$ cat config.mk
export PLATFORM = sky130hd
export DESIGN_NAME = uart_fractional_baud_search_top
export DESIGN_NICKNAME = d
export VERILOG_FILES = /design/src/rtl/ufbs_pkg.sv /design/src/rtl/uart_fractional_baud_search_top.sv /design/src/rtl/ufbs_divider.sv /design/src/rtl/ufbs_datapath.sv /design/src/rtl/ufbs_ctrl.sv
export SDC_FILE = /design/constraint.sdc
export NUM_CORES = 2
export LEC_CHECK = 0
export BUFFER_PORTS_ARGS = -buffer_cell sky130_fd_sc_hd__buf_2
export CAP_MARGIN = 20
export CORE_MARGIN = 4
export CORE_UTILIZATION = 25
export CTS_CLUSTER_SIZE = 28
export DETAILED_ROUTE_END_ITERATION = 10
export PLACE_DENSITY = 0.46
export RECOVER_POWER = 25
export SYNTH_ARGS = -nofsm -noshare
export SYNTH_HDL_FRONTEND = slang
export SYNTH_SLANG_ARGS = --single-unit
$ cat constraint.sdc
create_clock -name i_clk -period 7.9 [get_ports i_clk]
set_input_delay 2.37 -clock i_clk [delete_from_list [all_inputs] [get_ports i_clk]]
set_output_delay 2.37 -clock i_clk [all_outputs]
set_load 0.01 [all_outputs]
$ cat src/rtl/ufbs_pkg.sv
// Package for the UART fractional baud search: types, constants and fraction table.
`default_nettype none
package ufbs_pkg;
    localparam int unsigned ClkW   = 29;
    localparam int unsigned BaudW  = 22;
    localparam int unsigned DivW   = 23;
    localparam int unsigned FracW  = 8;
    localparam int unsigned TableEntries = 72;
    localparam int unsigned IdxW   = 7;
    // den = 64*baud*div <= 64*clk < 2^35; den*1933 < 2^46
    localparam int unsigned DenW   = 35;
    localparam int unsigned ProdW  = 47;
    localparam int unsigned QuoW   = 29;
    localparam logic [ClkW-1:0] ClkReset = 29'd72000000;
    localparam logic [FracW-1:0] FracDefault = 8'h10;
    localparam logic [10:0] MilliLow  = 11'd1100;
    localparam logic [10:0] MilliHigh = 11'd1900;

    typedef enum logic [3:0] {
        S_IDLE, S_DIV64, S_CHK64, S_DIV96, S_CHK96, S_MULLO, S_MULHI,
        S_CMP, S_SCAN, S_DONE
    } t_state;

    typedef enum logic [1:0] {
        DSEL_64, DSEL_96
    } t_dsel;

    // Controller to datapath commands.
    typedef struct packed {
        logic load;       // capture baud
        logic div_start;  // start divider
        t_dsel dsel;
        logic save64;     // latch quotient of clk/(64 baud) as result
        logic save96;     // latch quotient of clk/(96 baud)
        logic mk_den;     // form den
        logic mul_lo;     // form den*1100
        logic mul_hi;     // form den*1900
        logic scan_clr;
        logic scan_step;
        logic out_push;
    } t_cmd;

    // Datapath to controller status.
    typedef struct packed {
        logic baud_zero;
        logic div_busy;
        logic rem_zero;
        logic quo_zero;
        logic in_range;
        logic scan_hit;
        logic scan_end;
    } t_sts;

    function automatic logic [18:0] frac_entry(input logic [IdxW-1:0] idx);
        logic [18:0] e;
        case (idx)
            7'd0: e = {11'd1000,4'd0,4'd1};  7'd1: e = {11'd1067,4'd1,4'd15};
            7'd2: e = {11'd1071,4'd1,4'd14}; 7'd3: e = {11'd1077,4'd1,4'd13};
            7'd4: e = {11'd1083,4'd1,4'd12}; 7'd5: e = {11'd1091,4'd1,4'd11};
            7'd6: e = {11'd1100,4'd1,4'd10}; 7'd7: e = {11'd1111,4'd1,4'd9};
            7'd8: e = {11'd1125,4'd1,4'd8};  7'd9: e = {11'd1133,4'd2,4'd15};
            7'd10: e = {11'd1143,4'd1,4'd7}; 7'd11: e = {11'd1154,4'd2,4'd13};
            7'd12: e = {11'd1167,4'd1,4'd6}; 7'd13: e = {11'd1182,4'd2,4'd11};
            7'd14: e = {11'd1200,4'd1,4'd5}; 7'd15: e = {11'd1214,4'd3,4'd14};
            7'd16: e = {11'd1222,4'd2,4'd9}; 7'd17: e = {11'd1231,4'd3,4'd13};
            7'd18: e = {11'd1250,4'd1,4'd4}; 7'd19: e = {11'd1267,4'd4,4'd15};
            7'd20: e = {11'd1273,4'd3,4'd11}; 7'd21: e = {11'd1286,4'd2,4'd7};
            7'd22: e = {11'd1300,4'd3,4'd10}; 7'd23: e = {11'd1308,4'd4,4'd13};
            7'd24: e = {11'd1333,4'd1,4'd3}; 7'd25: e = {11'd1357,4'd5,4'd14};
            7'd26: e = {11'd1364,4'd4,4'd11}; 7'd27: e = {11'd1375,4'd3,4'd8};
            7'd28: e = {11'd1385,4'd5,4'd13}; 7'd29: e = {11'd1400,4'd2,4'd5};
            7'd30: e = {11'd1417,4'd5,4'd12}; 7'd31: e = {11'd1429,4'd3,4'd7};
            7'd32: e = {11'd1444,4'd4,4'd9}; 7'd33: e = {11'd1455,4'd5,4'd11};
            7'd34: e = {11'd1462,4'd6,4'd13}; 7'd35: e = {11'd1467,4'd7,4'd15};
            7'd36: e = {11'd1500,4'd1,4'd2}; 7'd37: e = {11'd1533,4'd8,4'd15};
            7'd38: e = {11'd1538,4'd7,4'd13}; 7'd39: e = {11'd1545,4'd6,4'd11};
            7'd40: e = {11'd1556,4'd5,4'd9}; 7'd41: e = {11'd1571,4'd4,4'd7};
            7'd42: e = {11'd1583,4'd7,4'd12}; 7'd43: e = {11'd1600,4'd3,4'd5};
            7'd44: e = {11'd1615,4'd8,4'd13}; 7'd45: e = {11'd1625,4'd5,4'd8};
            7'd46: e = {11'd1636,4'd7,4'd11}; 7'd47: e = {11'd1643,4'd9,4'd14};
            7'd48: e = {11'd1667,4'd2,4'd3}; 7'd49: e = {11'd1692,4'd9,4'd13};
            7'd50: e = {11'd1700,4'd7,4'd10}; 7'd51: e = {11'd1714,4'd5,4'd7};
            7'd52: e = {11'd1727,4'd8,4'd11}; 7'd53: e = {11'd1733,4'd11,4'd15};
            7'd54: e = {11'd1750,4'd3,4'd4}; 7'd55: e = {11'd1769,4'd10,4'd13};
            7'd56: e = {11'd1778,4'd7,4'd9}; 7'd57: e = {11'd1786,4'd11,4'd14};
            7'd58: e = {11'd1800,4'd4,4'd5}; 7'd59: e = {11'd1818,4'd9,4'd11};
            7'd60: e = {11'd1833,4'd5,4'd6}; 7'd61: e = {11'd1846,4'd11,4'd13};
            7'd62: e = {11'd1857,4'd6,4'd7}; 7'd63: e = {11'd1867,4'd13,4'd15};
            7'd64: e = {11'd1875,4'd7,4'd8}; 7'd65: e = {11'd1889,4'd8,4'd9};
            7'd66: e = {11'd1900,4'd9,4'd10}; 7'd67: e = {11'd1909,4'd10,4'd11};
            7'd68: e = {11'd1917,4'd11,4'd12}; 7'd69: e = {11'd1923,4'd12,4'd13};
            7'd70: e = {11'd1929,4'd13,4'd14}; 7'd71: e = {11'd1933,4'd14,4'd15};
            default: e = {11'd0,4'd0,4'd1};
        endcase
        return e;
    endfunction
endpackage
`default_nettype wire

$ cat src/rtl/uart_fractional_baud_search_top.sv
// Top level of the UART fractional baud search.
`default_nettype none
// Each request carries a wanted baud rate and yields one result with the divisor
// latch value and the packed fractional byte (add in bits 3..0, multiplier in
// 7..4). A request whose clock divides evenly needs one bit-serial division;
// any other needs two bit-serial divisions and, at most, the multiply and compare
// steps and a scan of up to 67 table entries at one entry a cycle; a zero baud
// rate skips the divisions. One request is worked at a time. A
// finished result moves into the output register; if that register still holds
// an untaken result, the finished one waits and the next request is stalled.
// i_cfg_wdata sets the clock frequency in hertz (reset 72 MHz).
module uart_fractional_baud_search_top (
    input  wire logic        i_clk,
    input  wire logic        i_rst_n,
    input  wire logic        i_cfg_we,
    input  wire logic [28:0] i_cfg_wdata,
    input  wire logic        s_axis_tvalid,
    output logic             s_axis_tready,
    input  wire logic [23:0] s_axis_tdata,   // [21:0] wanted_baud
    output logic             m_axis_tvalid,
    input  wire logic        m_axis_tready,
    output logic [31:0]      m_axis_tdata    // [22:0] divisor, [30:23] frac_div
);
    logic [ufbs_pkg::ClkW-1:0] r_clk_hz;
    ufbs_pkg::t_cmd cmd;
    ufbs_pkg::t_sts sts;
    logic [ufbs_pkg::DivW-1:0]  divisor;
    logic [ufbs_pkg::FracW-1:0] frac;

    // Hold the clock frequency register.
    always_ff @(posedge i_clk) begin
        if (!i_rst_n) begin
            r_clk_hz <= ufbs_pkg::ClkReset;
        end else if (i_cfg_we) begin
            r_clk_hz <= i_cfg_wdata;
        end
    end

    ufbs_ctrl u_ctrl (
        .i_clk       (i_clk),
        .i_rst_n     (i_rst_n),
        .i_in_valid  (s_axis_tvalid),
        .o_in_ready  (s_axis_tready),
        .i_out_valid (m_axis_tvalid),
        .i_sts       (sts),
        .o_cmd       (cmd)
    );

    ufbs_datapath u_dp (
        .i_clk       (i_clk),
        .i_rst_n     (i_rst_n),
        .i_clk_hz    (r_clk_hz),
        .i_baud      (s_axis_tdata[21:0]),
        .i_cmd       (cmd),
        .o_sts       (sts),
        .i_out_ready (m_axis_tready),
        .o_out_valid (m_axis_tvalid),
        .o_divisor   (divisor),
        .o_frac      (frac)
    );

    assign m_axis_tdata = {1'b0, frac, divisor};

    // A waiting result stays valid and unchanged.
    a_hold_result: assert property (@(posedge i_clk) disable iff (!i_rst_n)
        (m_axis_tvalid && !m_axis_tready) |=> (m_axis_tvalid && $stable(m_axis_tdata)))
        else $error("result dropped or changed while waiting");
    // A zero divisor always carries the default fraction.
    a_zero_div_default: assert property (@(posedge i_clk) disable iff (!i_rst_n)
        (m_axis_tvalid && divisor == '0) |-> (frac == ufbs_pkg::FracDefault))
        else $error("zero divisor with fraction");
    // An accepted request leaves ready low next cycle.
    a_busy_after_accept: assert property (@(posedge i_clk) disable iff (!i_rst_n)
        (s_axis_tvalid && s_axis_tready) |=> !s_axis_tready) else $error("ready stuck");
endmodule
`default_nettype wire

$ cat src/rtl/ufbs_divider.sv
// Restoring bit-serial divider: 29-bit clock count over a 30-bit divisor.
`default_nettype none
module ufbs_divider (
    input  wire logic                       i_clk,
    input  wire logic                       i_rst_n,
    input  wire logic                       i_start,
    input  wire logic [ufbs_pkg::ClkW-1:0]  i_dividend,
    input  wire logic [ufbs_pkg::QuoW:0]    i_divisor,
    output logic                            o_busy,
    output logic [ufbs_pkg::QuoW-1:0]       o_quotient,
    output logic                            o_rem_zero
);
    logic [ufbs_pkg::QuoW-1:0] r_quo, n_quo;
    logic [ufbs_pkg::QuoW:0]   r_rem, n_rem;
    logic [ufbs_pkg::QuoW:0]   r_dvs;
    logic [4:0]                r_cnt;
    logic                      r_busy;
    logic [ufbs_pkg::QuoW+1:0] trial;

    // One quotient bit per cycle.
    always_comb begin
        trial = {r_rem, r_quo[ufbs_pkg::QuoW-1]};
        if (trial >= {1'b0, r_dvs}) begin
            n_rem = (ufbs_pkg::QuoW+1)'(trial - {1'b0, r_dvs});
            n_quo = {r_quo[ufbs_pkg::QuoW-2:0], 1'b1};
        end else begin
            n_rem = trial[ufbs_pkg::QuoW:0];
            n_quo = {r_quo[ufbs_pkg::QuoW-2:0], 1'b0};
        end
    end

    always_ff @(posedge i_clk) begin
        if (!i_rst_n) begin
            r_busy <= 1'b0;
            r_cnt  <= '0;
        end else if (i_start) begin
            r_busy <= 1'b1;
            r_cnt  <= 5'(ufbs_pkg::QuoW - 1);
            r_quo  <= i_dividend;
            r_rem  <= '0;
            r_dvs  <= i_divisor;
        end else if (r_busy) begin
            r_quo <= n_quo;
            r_rem <= n_rem;
            if (r_cnt == '0) begin
                r_busy <= 1'b0;
            end
            r_cnt <= r_cnt - 5'd1;
        end
    end

    assign o_busy     = r_busy;
    assign o_quotient = r_quo;
    assign o_rem_zero = (r_rem == '0);
endmodule
`default_nettype wire

$ cat src/rtl/ufbs_datapath.sv
// Datapath: operand registers, divider, products, table scan and output register.
`default_nettype none
module ufbs_datapath (
    input  wire logic                        i_clk,
    input  wire logic                        i_rst_n,
    input  wire logic [ufbs_pkg::ClkW-1:0]   i_clk_hz,
    input  wire logic [ufbs_pkg::BaudW-1:0]  i_baud,
    input  wire ufbs_pkg::t_cmd              i_cmd,
    output ufbs_pkg::t_sts                   o_sts,
    input  wire logic                        i_out_ready,
    output logic                             o_out_valid,
    output logic [ufbs_pkg::DivW-1:0]        o_divisor,
    output logic [ufbs_pkg::FracW-1:0]       o_frac
);
    logic [ufbs_pkg::BaudW-1:0]  r_baud;
    logic [ufbs_pkg::QuoW-1:0]   r_quo96;
    logic [ufbs_pkg::DivW-1:0]   r_div;
    logic [ufbs_pkg::DenW-1:0]   r_den;
    logic [ufbs_pkg::ProdW-1:0]  r_lo, r_hi;
    logic [ufbs_pkg::ProdW-1:0]  r_num;
    logic [ufbs_pkg::FracW-1:0]  r_frac;
    logic [ufbs_pkg::IdxW-1:0]   r_idx;
    logic                        hit;
    logic                        r_ov;
    logic [ufbs_pkg::DivW-1:0]   r_out_div;
    logic [ufbs_pkg::FracW-1:0]  r_out_frac;
    logic [ufbs_pkg::QuoW:0]     dvs;
    logic                        dbusy, drz;
    logic [ufbs_pkg::QuoW-1:0]   dquo;
    logic [18:0]                 ent;
    logic [ufbs_pkg::ProdW-1:0]  prod;

    // Divisor is 64 or 96 times baud.
    always_comb begin
        if (i_cmd.dsel == ufbs_pkg::DSEL_64) begin
            dvs = {2'b0, r_baud, 6'd0};
        end else begin
            dvs = {2'b0, r_baud, 6'd0} + {3'b0, r_baud, 5'd0};
        end
    end

    ufbs_divider u_div (
        .i_clk      (i_clk),
        .i_rst_n    (i_rst_n),
        .i_start    (i_cmd.div_start),
        .i_dividend (i_clk_hz),
        .i_divisor  (dvs),
        .o_busy     (dbusy),
        .o_quotient (dquo),
        .o_rem_zero (drz)
    );

    assign ent  = ufbs_pkg::frac_entry(r_idx);
    assign prod = ufbs_pkg::ProdW'(ent[18:8]) * ufbs_pkg::ProdW'(r_den);

    // Capture operands, products and the scan result.
    always_ff @(posedge i_clk) begin
        if (i_cmd.load) begin
            r_baud <= i_baud;
            r_num  <= ufbs_pkg::ProdW'(i_clk_hz) * ufbs_pkg::ProdW'(10'd1000);
            r_div  <= '0;
            r_frac <= ufbs_pkg::FracDefault;
        end
        if (i_cmd.save64) begin
            r_div <= ufbs_pkg::DivW'(dquo);
        end
        if (i_cmd.save96) begin
            r_quo96 <= dquo;
            r_div   <= ufbs_pkg::DivW'(dquo);
        end
        if (i_cmd.mk_den) begin
            r_den <= ufbs_pkg::DenW'({r_baud, 6'd0}) * ufbs_pkg::DenW'(r_quo96);
        end
        if (i_cmd.mul_lo) begin
            r_lo <= ufbs_pkg::ProdW'(ufbs_pkg::MilliLow) * ufbs_pkg::ProdW'(r_den);
        end
        if (i_cmd.mul_hi) begin
            r_hi <= ufbs_pkg::ProdW'(ufbs_pkg::MilliHigh) * ufbs_pkg::ProdW'(r_den);
        end
        if (i_cmd.scan_clr) begin
            r_idx <= '0;
        end else if (i_cmd.scan_step) begin
            if (prod > r_num) begin
                r_frac <= {ent[3:0], ent[7:4]};
            end
            r_idx <= r_idx + 7'd1;
        end
    end

    // Hold the result until it is taken.
    always_ff @(posedge i_clk) begin
        if (!i_rst_n) begin
            r_ov <= 1'b0;
        end else if (i_cmd.out_push) begin
            r_ov <= 1'b1;
        end else if (i_out_ready) begin
            r_ov <= 1'b0;
        end
    end

    // Load the output register from the finished working values.
    always_ff @(posedge i_clk) begin
        if (i_cmd.out_push) begin
            r_out_div  <= r_div;
            r_out_frac <= r_frac;
        end
    end

    assign hit = (prod > r_num);

    assign o_sts.baud_zero = (r_baud == '0);
    assign o_sts.div_busy  = dbusy;
    assign o_sts.rem_zero  = drz;
    assign o_sts.quo_zero  = (dquo == '0);
    assign o_sts.in_range  = (r_num > r_lo) && (r_num < r_hi);
    assign o_sts.scan_hit  = hit;
    assign o_sts.scan_end  = (r_idx == 7'(ufbs_pkg::TableEntries - 1));
    assign o_out_valid = r_ov;
    assign o_divisor   = r_out_div;
    assign o_frac      = r_out_frac;
endmodule
`default_nettype wire

$ cat src/rtl/ufbs_ctrl.sv
// Controller state machine sequencing the divisions, compares and table scan.
`default_nettype none
module ufbs_ctrl (
    input  wire logic           i_clk,
    input  wire logic           i_rst_n,
    input  wire logic           i_in_valid,
    output logic                o_in_ready,
    input  wire logic           i_out_valid,
    input  wire ufbs_pkg::t_sts i_sts,
    output ufbs_pkg::t_cmd      o_cmd
);
    ufbs_pkg::t_state r_state, n_state;

    always_ff @(posedge i_clk) begin
        if (!i_rst_n) begin
            r_state <= ufbs_pkg::S_IDLE;
        end else begin
            r_state <= n_state;
        end
    end

    // Next state.
    always_comb begin
        n_state = r_state;
        case (r_state)
            ufbs_pkg::S_IDLE:  if (i_in_valid) n_state = ufbs_pkg::S_DIV64;
            ufbs_pkg::S_DIV64: n_state = i_sts.baud_zero ? ufbs_pkg::S_DONE : ufbs_pkg::S_CHK64;
            ufbs_pkg::S_CHK64: begin
                if (!i_sts.div_busy) begin
                    n_state = i_sts.rem_zero ? ufbs_pkg::S_DONE : ufbs_pkg::S_DIV96;
                end
            end
            ufbs_pkg::S_DIV96: n_state = ufbs_pkg::S_CHK96;
            ufbs_pkg::S_CHK96: begin
                if (!i_sts.div_busy) begin
                    n_state = i_sts.quo_zero ? ufbs_pkg::S_DONE : ufbs_pkg::S_MULLO;
                end
            end
            ufbs_pkg::S_MULLO: n_state = ufbs_pkg::S_MULHI;
            ufbs_pkg::S_MULHI: n_state = ufbs_pkg::S_CMP;
            ufbs_pkg::S_CMP:   n_state = i_sts.in_range ? ufbs_pkg::S_SCAN : ufbs_pkg::S_DONE;
            ufbs_pkg::S_SCAN:  if (i_sts.scan_hit || i_sts.scan_end) n_state = ufbs_pkg::S_DONE;
            ufbs_pkg::S_DONE:  if (!i_out_valid) n_state = ufbs_pkg::S_IDLE;
            default:           n_state = ufbs_pkg::S_IDLE;
        endcase
    end

    // Outputs.
    always_comb begin
        o_cmd      = '0;
        o_cmd.dsel = ufbs_pkg::DSEL_64;
        o_in_ready = 1'b0;
        case (r_state)
            ufbs_pkg::S_IDLE: begin
                o_in_ready = 1'b1;
                o_cmd.load = i_in_valid;
            end
            ufbs_pkg::S_DIV64: o_cmd.div_start = !i_sts.baud_zero;
            ufbs_pkg::S_CHK64: o_cmd.save64 = !i_sts.div_busy && i_sts.rem_zero;
            ufbs_pkg::S_DIV96: begin
                o_cmd.dsel      = ufbs_pkg::DSEL_96;
                o_cmd.div_start = 1'b1;
            end
            ufbs_pkg::S_CHK96: begin
                o_cmd.dsel   = ufbs_pkg::DSEL_96;
                o_cmd.save96 = !i_sts.div_busy;
            end
            ufbs_pkg::S_MULLO: o_cmd.mk_den = 1'b1;
            ufbs_pkg::S_MULHI: begin
                o_cmd.mul_lo = 1'b1;
                o_cmd.mul_hi = 1'b1;
            end
            ufbs_pkg::S_CMP:  o_cmd.scan_clr = 1'b1;
            ufbs_pkg::S_SCAN: o_cmd.scan_step = 1'b1;
            ufbs_pkg::S_DONE: o_cmd.out_push = !i_out_valid;
            default: ;
        endcase
    end
endmodule
`default_nettype wire
==> results.txt <==
Across every metal layer, demand over resource in global routing totals 13.8%. For this block, the via count after detailed routing is 39807. TritonCTS built the clock tree. Detailed placement finished with a half-perimeter wire length of 129000 um. The global-route congestion overflow total was 0.

After synthesis, the share of flip-flops with an asynchronous set or reset is 0%. The number of hold buffers added after CTS is 0, and the total die area is 229000 sq um. The worst register-to-register path begins at u_dp.r_den[10]. The core area was 220000 sq um.

In this run the worst setup path begins at u_dp.r_den[10]. In this run the clock root is driven by a clkbuf_16. The peak fanout along the critical path was 5; the maximum operating frequency was 129 MHz. Capturing element type of the critical path: a flip-flop.

Clock tree synthesis found a total of 400 sinks. Counting the buffers created by CTS gives 51. In the final layout, the share of cells above drive strength 1 is 9.84%.

At the end of routability-driven placement, the weighted congestion stood at 0.855. The run gives 42159 as the number of global-route vias before repair. The clock passes through at most 3 buffers. The initial standard-cell utilization of the core came out at 25.1%. Before antenna repair, the detailed router went through 7 iterations. In this run the cell area measured after placement is 61100 sq um.

Most common cell type on the critical path: fa_1. The delay of the slowest critical-path stage was 0.56 ns. The overall die width was 478 um.

Setup repair after global routing could not meet its margin everywhere. The run finished, with violations left. The Yosys step of the flow raised 0 warnings. Of the available clock period, the critical path in the final layout requires 97.8%.

The logs give 2 for the depth of the CTS H-tree and 8.39 ns for the endpoint required time on the critical path. The startpoint type of the worst setup path is a flip-flop. The cell count after synthesis is 5763, and the unique cell type count in the Yosys netlist is 92. Entering global routing, the biggest net connects 67 pins. During I/O placement, the number of pins put on the boundary was 92.

The slowest stage of the critical path belongs to the cell fa_1. Clock-pin slew was measured on the worst setup and hold paths at 0.06 ns. The cell area that synthesis handed to floorplanning was 55300 sq um. Data arrives at the worst endpoint at 8.22 ns. Leaving out fill and tap cells, the most frequent cell in the layout is inv_1. The detail-routed net length per standard cell was 17.3 um; the mean instance size in the synthesized netlist was 9.59 sq um. The number of nets in the synthesized netlist is 7251.

The tightest min-delay check is of the flip-flop to flip-flop type. The setup path with the least slack is of type flip-flop to flip-flop. The worst setup slack after layout was 0.174 ns; the number of DRC violations after detailed routing was 0.

The final reports fail on capacitance limit, slew limit. In this run the core area contains 172 standard-cell rows. The minimum clock period was 7.73 ns; the post-route clock skew was 0.0641 ns. The top cell types in the final layout, fill and taps aside, are inv_1, fa_1, nand2_1.

The tools report the launch instance of the worst min-delay path as u_dp.r_div[20]. At the placement stage, the worst setup path has a slack of -0.427 ns. The number of slew-limit violations in the final report is 70, and the chip height is 478 um. The layout has 23340 filler cells. Yosys mapped a number of flops with a built-in enable equal to 326. The final net count is 7493. Worst slew margin relative to its limit: -37.5%. The first routing iteration left 2017 violations. Number of antenna-violating nets in the routed design: 0.

The run gives 63500 sq um as the total non-filler cell area in the finished layout. Sequential elements use 20.4% of the synthesized area. The quantity of I/O buffers inserted on ports is 88.

The run gives 0 as the final number of setup-violating endpoints. The final wirelength is 156000 um, and the insertion delay to the later sink of the worst-skew pair is 0.66 ns. Dividing the detail-routed via count by the number of cells gives 4.42. The number of antenna violations at the first check in global routing is 7, and the wire length of the first global-routing pass is 249000 um.

Across the run, the number of max-cap violations was 3. The dominant register cell in the synthesized netlist is edfxtp_1. At the pin with the least slew margin, the transition time is 2.06 ns. After synthesis the netlist holds a flip-flop and latch count of 400.

The area growth from synthesis to layout is 14.9%. The run gives 0 as the number of hold violations in the final report.
worst max-delay path: cells and delay by family, from the launching register on:
| family | cells | cell delay [ns] |
|---|---|---|
| and+or+nand+nor | 6 | 1.19 |
| muxes | 1 | 0.29 |
| xor gates and xnor gates | 1 | 0.15 |
| buffers and inverters | 8 | 0.98 |
| adders and majority gates | 7 | 3.18 |
| DFF | 1 | 0.43 |
| AOI/OAI and AO/OA | 9 | 1.34 |
cells in the mapped netlist, types with 39 or more instances:
library cell  number  area share, %
a21o_1           100            1.4
a21oi_1          246            2.2
and2_1           268            3.0
clkbuf_1         188            1.3
dfxtp_1           74            2.7
edfxtp_1         326             18
fa_1             843             31
ha_1             587             13
inv_1           1092            7.4
mux2i_1           39           0.71
nand2_1          748            5.1
nand3_1           65           0.59
nand4_1           40           0.45
nor2_1           205            1.4
nor2b_1           57           0.64
nor3_1            48           0.43
o21a_1            48           0.65
o21ai_0          128            1.2
xnor2_1          156            2.5
xor2_1            76            1.2
stage by stage:
step                hold WS, ns  cells  utilization [%]  setup TNS (ns)
detailed placement        0.405   8894             27.8           -3.42
finish                    0.422   9007             28.9               0
floorplan                 0.400   5763                -               0
global route              0.429   9006             28.9           -1.36
global placement          0.406   8893             27.8           -4.40
CTS                       0.425   8997             28.7               0
state kept, by name (all words and copies together) (netlist names), 5 cells and up:
register and flops:
r_clk_hz 29, u_dp.ent 19, u_dp.o_divisor 23, u_dp.o_frac 8, u_dp.r_baud 22, u_dp.r_den 29
u_dp.r_div 23, u_dp.r_frac 8, u_dp.r_hi 35, u_dp.r_idx 7, u_dp.r_lo 38, u_dp.r_num 36
u_dp.r_quo96 29, u_dp.u_div.o_quotient 29, u_dp.u_div.r_cnt 5, u_dp.u_div.r_dvs 24, u_dp.u_div.r_rem 30
layer usage:
layer / vias up / global-route usage [%] / wire, um
li1: 18918 / - / -
met1: 20071 / 19.5 / 74100
met2: 680 / 22.5 / 72600
met3: 136 / 1.59 / 5950
met4: 2 / 3.17 / 3430
met5: - / 0 / 13
final timing paths:
kind | to | slack (ns) | depth (start not counted)
hold reg to reg | u_dp.o_divisor[20] | 0.42 | 0
hold / removal | u_dp.o_divisor[20] | 0.42 | 0
setup / recovery | u_dp.r_frac[4] | 0.17 | 32
setup reg to reg | u_dp.r_frac[4] | 0.17 | 32
cell type report:
| cell class | count | area (sq um) | share of cell area [%] |
|---|---|---|---|
| sequential | 400 | 11300 | 17.7 |
| antenna | 1 | 2.50 | 0.00394 |
| multi-input combinational | 4042 | 39400 | 62.1 |
| timing repair buffer | 413 | 3210 | 5.05 |
| tap | 2958 | 3700 | 5.82 |
| clock inverter | 37 | 459 | 0.723 |
| clock buffer | 59 | 1350 | 2.12 |
| inverter | 1097 | 4120 | 6.49 |
logic make-up after synthesis:
logic type	after synthesis	synth area share [%]
AOI/OAI and AO/OA	784	9.09
xor gates and xnor gates	232	3.68
adders and majority gates	1430	43.8
buffers and inverters	1321	9.09
DFF	400	20.4
muxes	44	0.828
other	1	0.00678
and+or+nand+nor	1551	13.1
timing repair:
item                                    CTS  global route
pin swaps                                20            78
setup buffers                             7             8
hold endpoints to repair                  0             0
gates resized for setup                  35            71
endpoints found under the setup margin    9            10
Power is left out: the tool's default activity adds up to more than one toggle a clock period on the data nets, which glitch-free logic cannot reach.
